--- config.mk ---
export PLATFORM = sky130hd
export DESIGN_NAME = ftp_reply_line_parser_flat
export DESIGN_NICKNAME = d
export VERILOG_FILES = /design/src/rtl/ftprlp_pkg.sv /design/src/rtl/ftprlp_chan_if.sv /design/src/rtl/ftp_reply_line_parser.sv /design/src/flat_wrapper.sv
export SDC_FILE = /design/constraint.sdc
export NUM_CORES = 1
export LEC_CHECK = 0
export BUFFER_PORTS_ARGS = -buffer_cell sky130_fd_sc_hd__buf_2
export CAP_MARGIN = 0
export CORE_MARGIN = 2
export CORE_UTILIZATION = 55
export DETAILED_ROUTE_END_ITERATION = 7
export PLACE_DENSITY = 0.77
export SLEW_MARGIN = 10
export SYNTH_ARGS = -nofsm -noshare
export SYNTH_HDL_FRONTEND = slang
export SYNTH_SLANG_ARGS = --single-unit
export TNS_END_PERCENT = 20
--- constraint.sdc ---
create_clock -name clk -period 1.5 [get_ports clk]
set_input_delay 0.225 -clock clk [delete_from_list [all_inputs] [get_ports clk]]
set_output_delay 0.225 -clock clk [all_outputs]
set_load 0.02 [all_outputs]
--- src/rtl/ftprlp_pkg.sv ---
package ftprlp_pkg;

	// Default reply capacity in bytes; a completed reply is at most one less.
	localparam int REPLY_CAPACITY_DEF = 1024;

	localparam int CODE_W   = 10;
	localparam int LENGTH_W = 10;
	localparam int POS_W    = 3;

	// Line position saturates here: four characters plus the CR seen.
	localparam logic [POS_W-1:0] POS_SAT = 3'd5;

	localparam logic [7:0] CHAR_CR    = 8'h0D;
	localparam logic [7:0] CHAR_LF    = 8'h0A;
	localparam logic [7:0] CHAR_DASH  = 8'h2D;
	localparam logic [7:0] CHAR_SPACE = 8'h20;
	localparam logic [7:0] CHAR_ZERO  = 8'h30;
	localparam logic [7:0] CHAR_ONE   = 8'h31;
	localparam logic [7:0] CHAR_FIVE  = 8'h35;
	localparam logic [7:0] CHAR_NINE  = 8'h39;

	// Class of the fourth character of a line.
	typedef enum logic [1:0] {
		CLS_OTHER = 2'd0,
		CLS_SPACE = 2'd1,
		CLS_DASH  = 2'd2
	} char_class_t;

	typedef struct packed {
		logic [7:0] data_byte;
		logic       restart;
	} char_item_t;

	typedef struct packed {
		logic                reply_done;
		logic [CODE_W-1:0]   reply_code;
		logic [LENGTH_W-1:0] reply_size;
		logic                overflow;
	} reply_item_t;

endpackage

--- src/rtl/ftprlp_chan_if.sv ---
interface ftprlp_chan_if #(
	parameter type item_t = logic
) ();
	logic  valid;
	logic  ready;
	item_t payload;

	modport source (output valid, output payload, input ready);
	modport sink (input valid, input payload, output ready);
endinterface

--- src/rtl/ftp_reply_line_parser.sv ---
// Channel   Modport  Payload                                              Role
// chars     sink     data_byte[7:0], restart                              control bytes
// replies   source   reply_done, reply_code[9:0], reply_size[9:0],        one result per byte
//                    overflow
//
// Every accepted byte gives exactly one result transaction: the byte is held in the input register,
// then its result is registered in the result register and offered from there.
// One byte per clock is sustained while replies.ready stays high: an input register and a result register each hold
// one transaction, and the parser state updates in the same cycle a byte moves between them.
// A stalled result register still lets one more byte enter the input register.
// arst_n clears both valid bits and the parser state to its idle values.
module ftp_reply_line_parser #(
	parameter int REPLY_CAPACITY = ftprlp_pkg::REPLY_CAPACITY_DEF
) (
	input logic clk,
	input logic arst_n,
	ftprlp_chan_if.sink   chars,
	ftprlp_chan_if.source replies
);

	// Byte counter holds at most REPLY_CAPACITY - 1.
	localparam int CW = $clog2(REPLY_CAPACITY);
	localparam logic [CW:0] CAP = (CW+1)'(REPLY_CAPACITY);

	localparam int CODE_W = ftprlp_pkg::CODE_W;
	localparam int POS_W  = ftprlp_pkg::POS_W;

	// Handshake and pipeline registers.
	logic                    vld_s1;
	ftprlp_pkg::char_item_t  item_s1;
	logic                    vld_s2;
	ftprlp_pkg::reply_item_t res_s2;
	logic                    advance;
	logic                    take;

	// Parser state.
	logic                    prev_cr_q;
	logic [POS_W-1:0]        pos_q;
	logic [CODE_W-1:0]       code_q;
	logic                    digits_ok_q;
	ftprlp_pkg::char_class_t cls_q;
	logic                    first_line_q;
	logic [CODE_W-1:0]       ml_code_q;
	logic [CW-1:0]           count_q;
	logic                    ovf_q;

	// State as seen by the byte, after an optional restart.
	logic                    cur_prev_cr;
	logic [POS_W-1:0]        cur_pos;
	logic [CODE_W-1:0]       cur_code;
	logic                    cur_digits_ok;
	ftprlp_pkg::char_class_t cur_cls;
	logic                    cur_first_line;
	logic [CODE_W-1:0]       cur_ml_code;
	logic [CW-1:0]           cur_count;
	logic                    cur_ovf;

	logic                    nxt_prev_cr;
	logic [POS_W-1:0]        nxt_pos;
	logic [CODE_W-1:0]       nxt_code;
	logic                    nxt_digits_ok;
	ftprlp_pkg::char_class_t nxt_cls;
	logic                    nxt_first_line;
	logic [CODE_W-1:0]       nxt_ml_code;
	logic [CW-1:0]           nxt_count;
	logic                    nxt_ovf;

	ftprlp_pkg::reply_item_t res;
	logic [CW:0]             count_inc;
	logic [CW+9:0]           length_ext;
	logic [7:0]              b;
	logic [3:0]              digit;
	logic                    is_digit;
	logic                    line_valid;
	logic [CODE_W-1:0]       ml_code_line;
	logic                    done;

	// The result register frees up when empty or when its transaction is taken this cycle.
	assign advance       = !vld_s2 || replies.ready;
	assign take          = vld_s1 && advance;
	assign chars.ready   = !vld_s1 || advance;
	assign replies.valid = vld_s2;
	assign replies.payload = res_s2;

	assign b          = item_s1.data_byte;
	assign digit      = b[3:0];
	assign is_digit   = (b >= ftprlp_pkg::CHAR_ZERO) && (b <= ftprlp_pkg::CHAR_NINE);
	assign count_inc  = (CW+1)'(cur_count) + (CW+1)'(1);
	assign length_ext = {10'd0, count_inc[CW-1:0]};

	// A restart behaves as if the byte arrived right after reset.
	always_comb begin
		if (item_s1.restart) begin
			cur_prev_cr    = 1'b0;
			cur_pos        = '0;
			cur_code       = '0;
			cur_digits_ok  = 1'b1;
			cur_cls        = ftprlp_pkg::CLS_OTHER;
			cur_first_line = 1'b1;
			cur_ml_code    = '0;
			cur_count      = '0;
			cur_ovf        = 1'b0;
		end else begin
			cur_prev_cr    = prev_cr_q;
			cur_pos        = pos_q;
			cur_code       = code_q;
			cur_digits_ok  = digits_ok_q;
			cur_cls        = cls_q;
			cur_first_line = first_line_q;
			cur_ml_code    = ml_code_q;
			cur_count      = count_q;
			cur_ovf        = ovf_q;
		end
	end

	// One byte of parsing. A line ends on CR then LF; the first three characters build
	// the code and the fourth is classified.
	always_comb begin
		nxt_prev_cr    = cur_prev_cr;
		nxt_pos        = cur_pos;
		nxt_code       = cur_code;
		nxt_digits_ok  = cur_digits_ok;
		nxt_cls        = cur_cls;
		nxt_first_line = cur_first_line;
		nxt_ml_code    = cur_ml_code;
		nxt_count      = cur_count;
		nxt_ovf        = cur_ovf;
		line_valid     = cur_pos >= ftprlp_pkg::POS_SAT && cur_digits_ok;
		ml_code_line   = cur_ml_code;
		done           = 1'b0;
		res            = '0;

		if (!cur_ovf) begin
			if (count_inc >= CAP) begin
				// The byte that would fill the capacity is dropped and the reply abandoned.
				nxt_ovf        = 1'b1;
				nxt_prev_cr    = 1'b0;
				nxt_pos        = '0;
				nxt_code       = '0;
				nxt_digits_ok  = 1'b1;
				nxt_cls        = ftprlp_pkg::CLS_OTHER;
				nxt_first_line = 1'b1;
				nxt_ml_code    = '0;
				nxt_count      = '0;
			end else begin
				nxt_count = count_inc[CW-1:0];
				if (cur_prev_cr && b == ftprlp_pkg::CHAR_LF) begin
					if (line_valid && cur_first_line && cur_cls == ftprlp_pkg::CLS_DASH) begin
						ml_code_line = cur_code;
					end
					done = line_valid && cur_cls == ftprlp_pkg::CLS_SPACE &&
						(ml_code_line == '0 || cur_code == ml_code_line);
					nxt_prev_cr   = 1'b0;
					nxt_pos       = '0;
					nxt_code      = '0;
					nxt_digits_ok = 1'b1;
					nxt_cls       = ftprlp_pkg::CLS_OTHER;
					if (done) begin
						nxt_first_line = 1'b1;
						nxt_ml_code    = '0;
						nxt_count      = '0;
						res.reply_done = 1'b1;
						res.reply_code = cur_code;
						res.reply_size = length_ext[9:0];
					end else begin
						nxt_first_line = 1'b0;
						nxt_ml_code    = ml_code_line;
					end
				end else begin
					unique case (cur_pos)
						3'd0: begin
							if (b >= ftprlp_pkg::CHAR_ONE && b <= ftprlp_pkg::CHAR_FIVE) begin
								nxt_code = CODE_W'(digit) * CODE_W'(100);
							end else begin
								nxt_digits_ok = 1'b0;
							end
						end
						3'd1: begin
							if (is_digit) begin
								nxt_code = cur_code + CODE_W'(digit) * CODE_W'(10);
							end else begin
								nxt_digits_ok = 1'b0;
							end
						end
						3'd2: begin
							if (is_digit) begin
								nxt_code = cur_code + CODE_W'(digit);
							end else begin
								nxt_digits_ok = 1'b0;
							end
						end
						3'd3: begin
							if (b == ftprlp_pkg::CHAR_SPACE) begin
								nxt_cls = ftprlp_pkg::CLS_SPACE;
							end else if (b == ftprlp_pkg::CHAR_DASH) begin
								nxt_cls = ftprlp_pkg::CLS_DASH;
							end else begin
								nxt_cls = ftprlp_pkg::CLS_OTHER;
							end
						end
						default: begin
						end
					endcase
					if (cur_pos < ftprlp_pkg::POS_SAT) begin
						nxt_pos = cur_pos + POS_W'(1);
					end
					nxt_prev_cr = (b == ftprlp_pkg::CHAR_CR);
				end
			end
		end
		res.overflow = nxt_ovf;
	end

	always_ff @(posedge clk or negedge arst_n) begin
		if (!arst_n) begin
			vld_s1 <= 1'b0;
			vld_s2 <= 1'b0;
		end else begin
			if (chars.ready) begin
				vld_s1 <= chars.valid;
			end
			if (advance) begin
				vld_s2 <= vld_s1;
			end
		end
	end

	always_ff @(posedge clk) begin
		if (chars.valid && chars.ready) begin
			item_s1 <= chars.payload;
		end
		if (take) begin
			res_s2 <= res;
		end
	end

	always_ff @(posedge clk or negedge arst_n) begin
		if (!arst_n) begin
			prev_cr_q    <= 1'b0;
			pos_q        <= '0;
			code_q       <= '0;
			digits_ok_q  <= 1'b1;
			cls_q        <= ftprlp_pkg::CLS_OTHER;
			first_line_q <= 1'b1;
			ml_code_q    <= '0;
			count_q      <= '0;
			ovf_q        <= 1'b0;
		end else if (take) begin
			prev_cr_q    <= nxt_prev_cr;
			pos_q        <= nxt_pos;
			code_q       <= nxt_code;
			digits_ok_q  <= nxt_digits_ok;
			cls_q        <= nxt_cls;
			first_line_q <= nxt_first_line;
			ml_code_q    <= nxt_ml_code;
			count_q      <= nxt_count;
			ovf_q        <= nxt_ovf;
		end
	end

	// A completed reply carries a code from 100 to 599.
	a_done_code: assert property (@(posedge clk) disable iff (!arst_n)
		vld_s2 && res_s2.reply_done |-> res_s2.reply_code >= 10'd100 &&
			res_s2.reply_code <= 10'd599)
		else $error("completed reply with code out of range");

	// The shortest complete reply is three digits, a space and CRLF.
	a_done_length: assert property (@(posedge clk) disable iff (!arst_n)
		vld_s2 && res_s2.reply_done |-> res_s2.reply_size >= 10'd6 ||
			REPLY_CAPACITY > 1024)
		else $error("completed reply shorter than one line");

	// Without completion the code and length fields stay zero.
	a_idle_zero: assert property (@(posedge clk) disable iff (!arst_n)
		vld_s2 && !res_s2.reply_done |-> res_s2.reply_code == '0 &&
			res_s2.reply_size == '0)
		else $error("code or length given without completion");

	// Overflow holds until a restart.
	a_ovf_sticky: assert property (@(posedge clk) disable iff (!arst_n)
		ovf_q && !(take && item_s1.restart) |=> ovf_q)
		else $error("overflow cleared without restart");

	// The result reported for a byte matches the stored overflow flag.
	a_ovf_result: assert property (@(posedge clk) disable iff (!arst_n)
		take |=> res_s2.overflow == ovf_q)
		else $error("result overflow differs from parser state");

	// Input is refused only while both registers are full and the output is stalled.
	a_ready: assert property (@(posedge clk) disable iff (!arst_n)
		!chars.ready |-> vld_s1 && vld_s2 && !replies.ready)
		else $error("input stalled with room in the pipeline");

endmodule
--- src/flat_wrapper.sv ---
// flat-port wrapper written by rule: the top's interface ports become plain ports
module ftp_reply_line_parser_flat 
#(
	parameter int REPLY_CAPACITY = ftprlp_pkg::REPLY_CAPACITY_DEF
)
  (clk, arst_n, chars_valid, chars_payload, chars_ready, replies_valid, replies_payload, replies_ready);
  ftprlp_chan_if chars_i ();
  ftprlp_chan_if replies_i ();
  input logic clk;
  input logic arst_n;
  input wire logic [$bits(chars_i.valid)-1:0] chars_valid;
  input wire logic [$bits(chars_i.payload)-1:0] chars_payload;
  output wire logic [$bits(chars_i.ready)-1:0] chars_ready;
  output wire logic [$bits(replies_i.valid)-1:0] replies_valid;
  output wire logic [$bits(replies_i.payload)-1:0] replies_payload;
  input wire logic [$bits(replies_i.ready)-1:0] replies_ready;
  assign chars_i.valid = chars_valid;
  assign chars_i.payload = chars_payload;
  assign chars_ready = chars_i.ready;
  assign replies_valid = replies_i.valid;
  assign replies_payload = replies_i.payload;
  assign replies_i.ready = replies_ready;
  ftp_reply_line_parser #(.REPLY_CAPACITY(REPLY_CAPACITY)) u_core (.clk(clk), .arst_n(arst_n), .chars(chars_i), .replies(replies_i));
endmodule
* After elaboration in Yosys (flattened, before gate mapping)
Cells that the tools add are included.
** Storage, ports and cells
- Register bits :: 15
- Input bits :: 5
- Output and inout port bits :: 3
- Logic and storage cells :: 20
** Operators by class
- Add/subtract/negate cells :: 1
- Order comparisons :: 1
- Muxes and demuxes :: 6
- Reductions and logical operators :: 6
** Operators with widths (count)
- $mux 10 :: 3
- $add 10x1->11 const B :: 1
- $ge 11x11->1 const B :: 1
- $mux 1 :: 3
- $logic_and 1x1->1 :: 2
- $logic_not 1->1 :: 2
- $logic_or 1x1->1 :: 2

* Longest topological paths before layout
- Depth in word-level cells :: 5
- Mapped depth :: 5
- Mapped depth without buffers :: 5

* Worst setup path before layout
Ideal clock, no wire load.
- Kind :: flip-flop to flip-flop
- Start :: register u_core.vld_s2, in the netlist u_core.replies.valid
- End :: register u_core.count_q[8]
- Setup time :: 0.125 ns
- Data arrival time :: 1.173 ns
- Required time :: 1.375 ns
- Setup slack :: 0.202 ns
- Stages on the path, launching flop included :: 6
- Buffers on the path :: 0
- Period minus slack after synthesis :: 1.298 ns
- Cell sequence :: dfrtp_1 -> nand2b_1 -> nand2_1 -> inv_1 -> a41oi_1 -> o21ai_1
** Between the ends
- Word-level cells in the longest chain between the ends :: 3
** Ends and longest elaborated chain
- from (decl) :: RTL line ftp_reply_line_parser.sv:31 : logic vld_s2;
- from (signal assigned) :: RTL line ftp_reply_line_parser.sv:223 : vld_s2 <= vld_s1;
- $logic_not 1->1 :: RTL line ftp_reply_line_parser.sv:79 : assign advance = !vld_s2 || replies.ready;
- $logic_or 1x1->1 :: RTL line ftp_reply_line_parser.sv:79
- $logic_and 1x1->1 :: RTL line ftp_reply_line_parser.sv:80 : assign take = vld_s1 && advance;
- named net u_core.take :: RTL line ftp_reply_line_parser.sv:34 : logic take;
- to (signal assigned) :: RTL line ftp_reply_line_parser.sv:256 : count_q <= nxt_count;
- to (decl) :: RTL line ftp_reply_line_parser.sv:44 : logic [CW-1:0] count_q;
The timed path passes the listed nets, and every way through them passes these cells.
A chain may end at the register's enable or synchronous reset.

* Worst setup path after layout
- Start :: register u_core.item_s1[0] in the netlist's numbering
- End :: register u_core.count_q[8]
** Between the ends
- Word-level cells in the longest chain between the ends :: 5
- Elaborated cells on any way between the ends :: 6
- Those cells by class :: add/sub (1); order compare (1); mux (4)
** Ends and longest elaborated chain
- from (decl) :: RTL line ftp_reply_line_parser.sv:30 : ftprlp_pkg::char_item_t item_s1;
- from (signal assigned) :: RTL line ftp_reply_line_parser.sv:230 : item_s1 <= chars.payload;
- $mux 10 :: RTL line ftp_reply_line_parser.sv:93 : if (item_s1.restart) begin
- $add 10x1->11 :: RTL line ftp_reply_line_parser.sv:88 : assign count_inc = (CW+1)'(cur_count) + (CW+1)'(1);
- $ge 11x11->1 :: RTL line ftp_reply_line_parser.sv:134 : if (count_inc >= CAP) begin
- $mux 10 :: RTL line ftp_reply_line_parser.sv:134
- $mux 10 * :: RTL line ftp_reply_line_parser.sv:133 : if (!cur_ovf) begin
Mark *: on every way between the ends. The rest lies on a longest branch, timed or not.

==> run summary <==
CP Data Required Time = 1.67 ns
Final #Nets = 104
Least-Margin Pin Slew = 0.292 ns
Worst rel slew slack = 80.5%
Cts bufs inserted = 3
Drt initial violations = 22
Met2 WL post-DR = 740 um
Slowest-stage cell, CP = edfxtp_1
Number of remaining DRC errors = 0
Max Used Layer = met4
Setup bufs post-CTS = 0
Crit Path Class = reg2reg
DP Wirelength = 1180 um
IO Port Bufs = 7
Clock transition at path regs = 0.09 ns
DIE HEIGHT = 42.2 um
Setup crit end = u_core.count_q[8]
Syn avg cell area = 9.34 sq um
# clock sinks = 15
Met1 WL = 759 um
RSZ-0062 raised after global routing = false
Top-count cell post-synth = nand2_1
Met3 WL post-DR = 61 um
Core region area = 1330 sq um
Slew Viols, Final = 0
Pleak = 0.415 nW
Synth Register Bits = 15
Mapped Nets = 91
Clk_skew = 0.00678 ns
All-Layer GR Usage = 21.8%
Critical R2R Capture = u_core.count_q[8]
Dpl ws = 0.111 ns
Clock Power Share = 19.9%
Startpoint types = flip-flop
Synth Flop Type = dfrtp_1
Largest net degree at the start of global routing = 14
Num rows = 13
Die area = 1780 sq um
Clock buffer depth = 2
Post-Syn Area = 803 sq um
R2R depth = 4
Hold WC Path Type = in2reg
Final hold vios = 0
TritonCTS clock tree = done
Aggregate negative setup slack = 0 ns
Clock latency on the worst-skew pair = 0.28 ns
Top Ports = 8
Vias = 691
Layout cells sized above 1 = 17.3%
Cell taking the most area after synthesis = dfrtp_1
Number of flops mapped to enable cells by yosys = 2
Critical path arrival = 1.55 ns
GRT overflow = 0
Remaining antenna violation count = 0
Synthesis-to-layout area growth = 11.4%
Post-synth top cells = nand2_1, dfrtp_1, inv_1
Peak VDD IR = 0.000782 V
Number of fillers in the final layout = 109
H-tree depth = 1
Comb pwr share = 25.7%
Starting density of the core = 60.2%
Int Pwr = 0.000760 W
Critical Path Sink Type = flip-flop
Minimum clock period = 1.38 ns
Fmax = 723 MHz
Seq/Total Area, Yosys = 48.0%
CP peak stage delay = 0.46 ns
Final WL = 1590 um
Status = finished clean
Via density per instance = 6.12
Gpl congestion = 0.816
Max FO, Critical Path = 6
Initial antenna violation count = 0
Synth warnings = 0
Final cell utilization of the core = 67.1%
Setup crit start = u_core.item_s1[0]
Synth cell types = 31
Vias in the first global route = 678
Diodes inserted = 0
Root buf cell = clkbuf_4
Worst reg-to-reg setup slack = 0.12 ns
Net Sw Frac = 34.0%
Sequential share of power = 54.4%
Main area contributors after synthesis = dfrtp_1, edfxtp_1, nand2_1, nand4_1, nand2b_1
Synth top area share = 40.5%
Async SR Flop Fraction = 86.7%
Max-Cap Viols = 0
Syn Inst Count = 86
P_sw = 0.000391 W
Worst flop-to-flop path startpoint = u_core.item_s1[0]
DIE WIDTH = 42.2 um
Fin crit share = 92.2%
Final Worst Setup Slack = 0.117 ns
# setup viols final = 0
TritonRoute pass-1 iters = 4
PwrDens = 1290 nW/um^2
Crit path cell chain = and4b_1, and3_4, a41o_1, o21ai_1
Global-route wire length before repair = 2930 um
Routed len/inst = 14.1 um
## cell usage in the layout, fill, tap and decap left out, drive strengths merged, types with 2 or more instances in the layout
cell,n
clkbuf,4
nand2,15
nor2,3
nor2b,2
nand2b,4
inv,6
a211o,2
dfrtp,13
and2,2
buf,9
nand3,2
nor3,2
a41oi,2
nand4,5
o21ai,6
edfxtp,2
and3,4
a21oi,3
## how the worst min path moves through the flow
stage / end / slack (ns) / depth (start not counted) / startpoint
floorplan: u_core.count_q[0] / -0.07 / 0 / arst_n
global placement: u_core.count_q[7] / 0.12 / 1 / arst_n
detailed placement: u_core.count_q[7] / 0.13 / 1 / arst_n
CTS: u_core.item_s1[0] / 0.11 / 1 / chars_payload
global route: u_core.item_s1[0] / 0.1 / 1 / chars_payload
finish: u_core.item_s1[0] / 0.11 / 1 / chars_payload
## critical path: cells and delay by family (launching register included)
kind,cells,cell delay (ns)
compound gates,2,0.23
flops,1,0.46
simple gates,2,0.58
## per-layer routing
metal / up-vias / track usage [%]
met5: - / 0
met4: 0 / 9.38
met3: 5 / 5.17
met2: 15 / 33.5
met1: 333 / 29.4
li1: 338 / -
## kinds of logic (layout without fill, tap and decap cells)
family / count (synthesis) / after routing / synth area share (%)
simple gates: 42 / 42 / 28.2
mux: 2 / 2 / 2.65
flops: 15 / 15 / 48.0
buf+inv: 8 / 20 / 4.67
compound gates: 19 / 19 / 16.5
## power groups by stage
stage	Combinational [W]	Clock [W]	Sequential, W
after floorplan	0.000244	0	0.000604
after global placement	0.000285	0	0.000626
after detailed placement	0.000295	0	0.000633
after CTS	0.000297	0.000230	0.000625
after global routing	0.000346	0.000255	0.000645
final	0.000295	0.000229	0.000627
## stage by stage
stage / power, W / std cells / hold slack (ns) / area, sq um
floorplan: 0.000848 / 86 / -0.0706 / 803
global placement: 0.000911 / 108 / 0.124 / 857
detailed placement: 0.000927 / 108 / 0.131 / 857
CTS: 0.00115 / 113 / 0.114 / 893
global route: 0.00125 / 113 / 0.0952 / 895
finish: 0.00115 / 113 / 0.113 / 895
## area by class of cell
cell class | count | area (sq um) | area share (%)
Timing Repair Buffer | 10 | 60.1 | 6.71
Sequential cell | 15 | 385 | 43.1
Inverter | 6 | 22.5 | 2.52
Tap cell | 15 | 18.8 | 2.10
Multi-Input combinational cell | 63 | 382 | 42.7
Clock buffer | 4 | 26.3 | 2.94
## timing repair
item / CTS / global route
gates resized for setup: 0 / 1
endpoints found under the hold margin: 13 / 0
endpoints found under the setup margin: 0 / 1
hold buffers: 1 / 0
## flip-flops by register name (all words and copies together) (netlist names)
signal and count:
u_core.replies.valid 1, u_core.ovf_q 1, u_core.count_q 10, u_core.replies.payload 1, u_core.vld_s1 1, u_core.item_s1 1
Note: power is estimated with default switching activity, not from simulation.
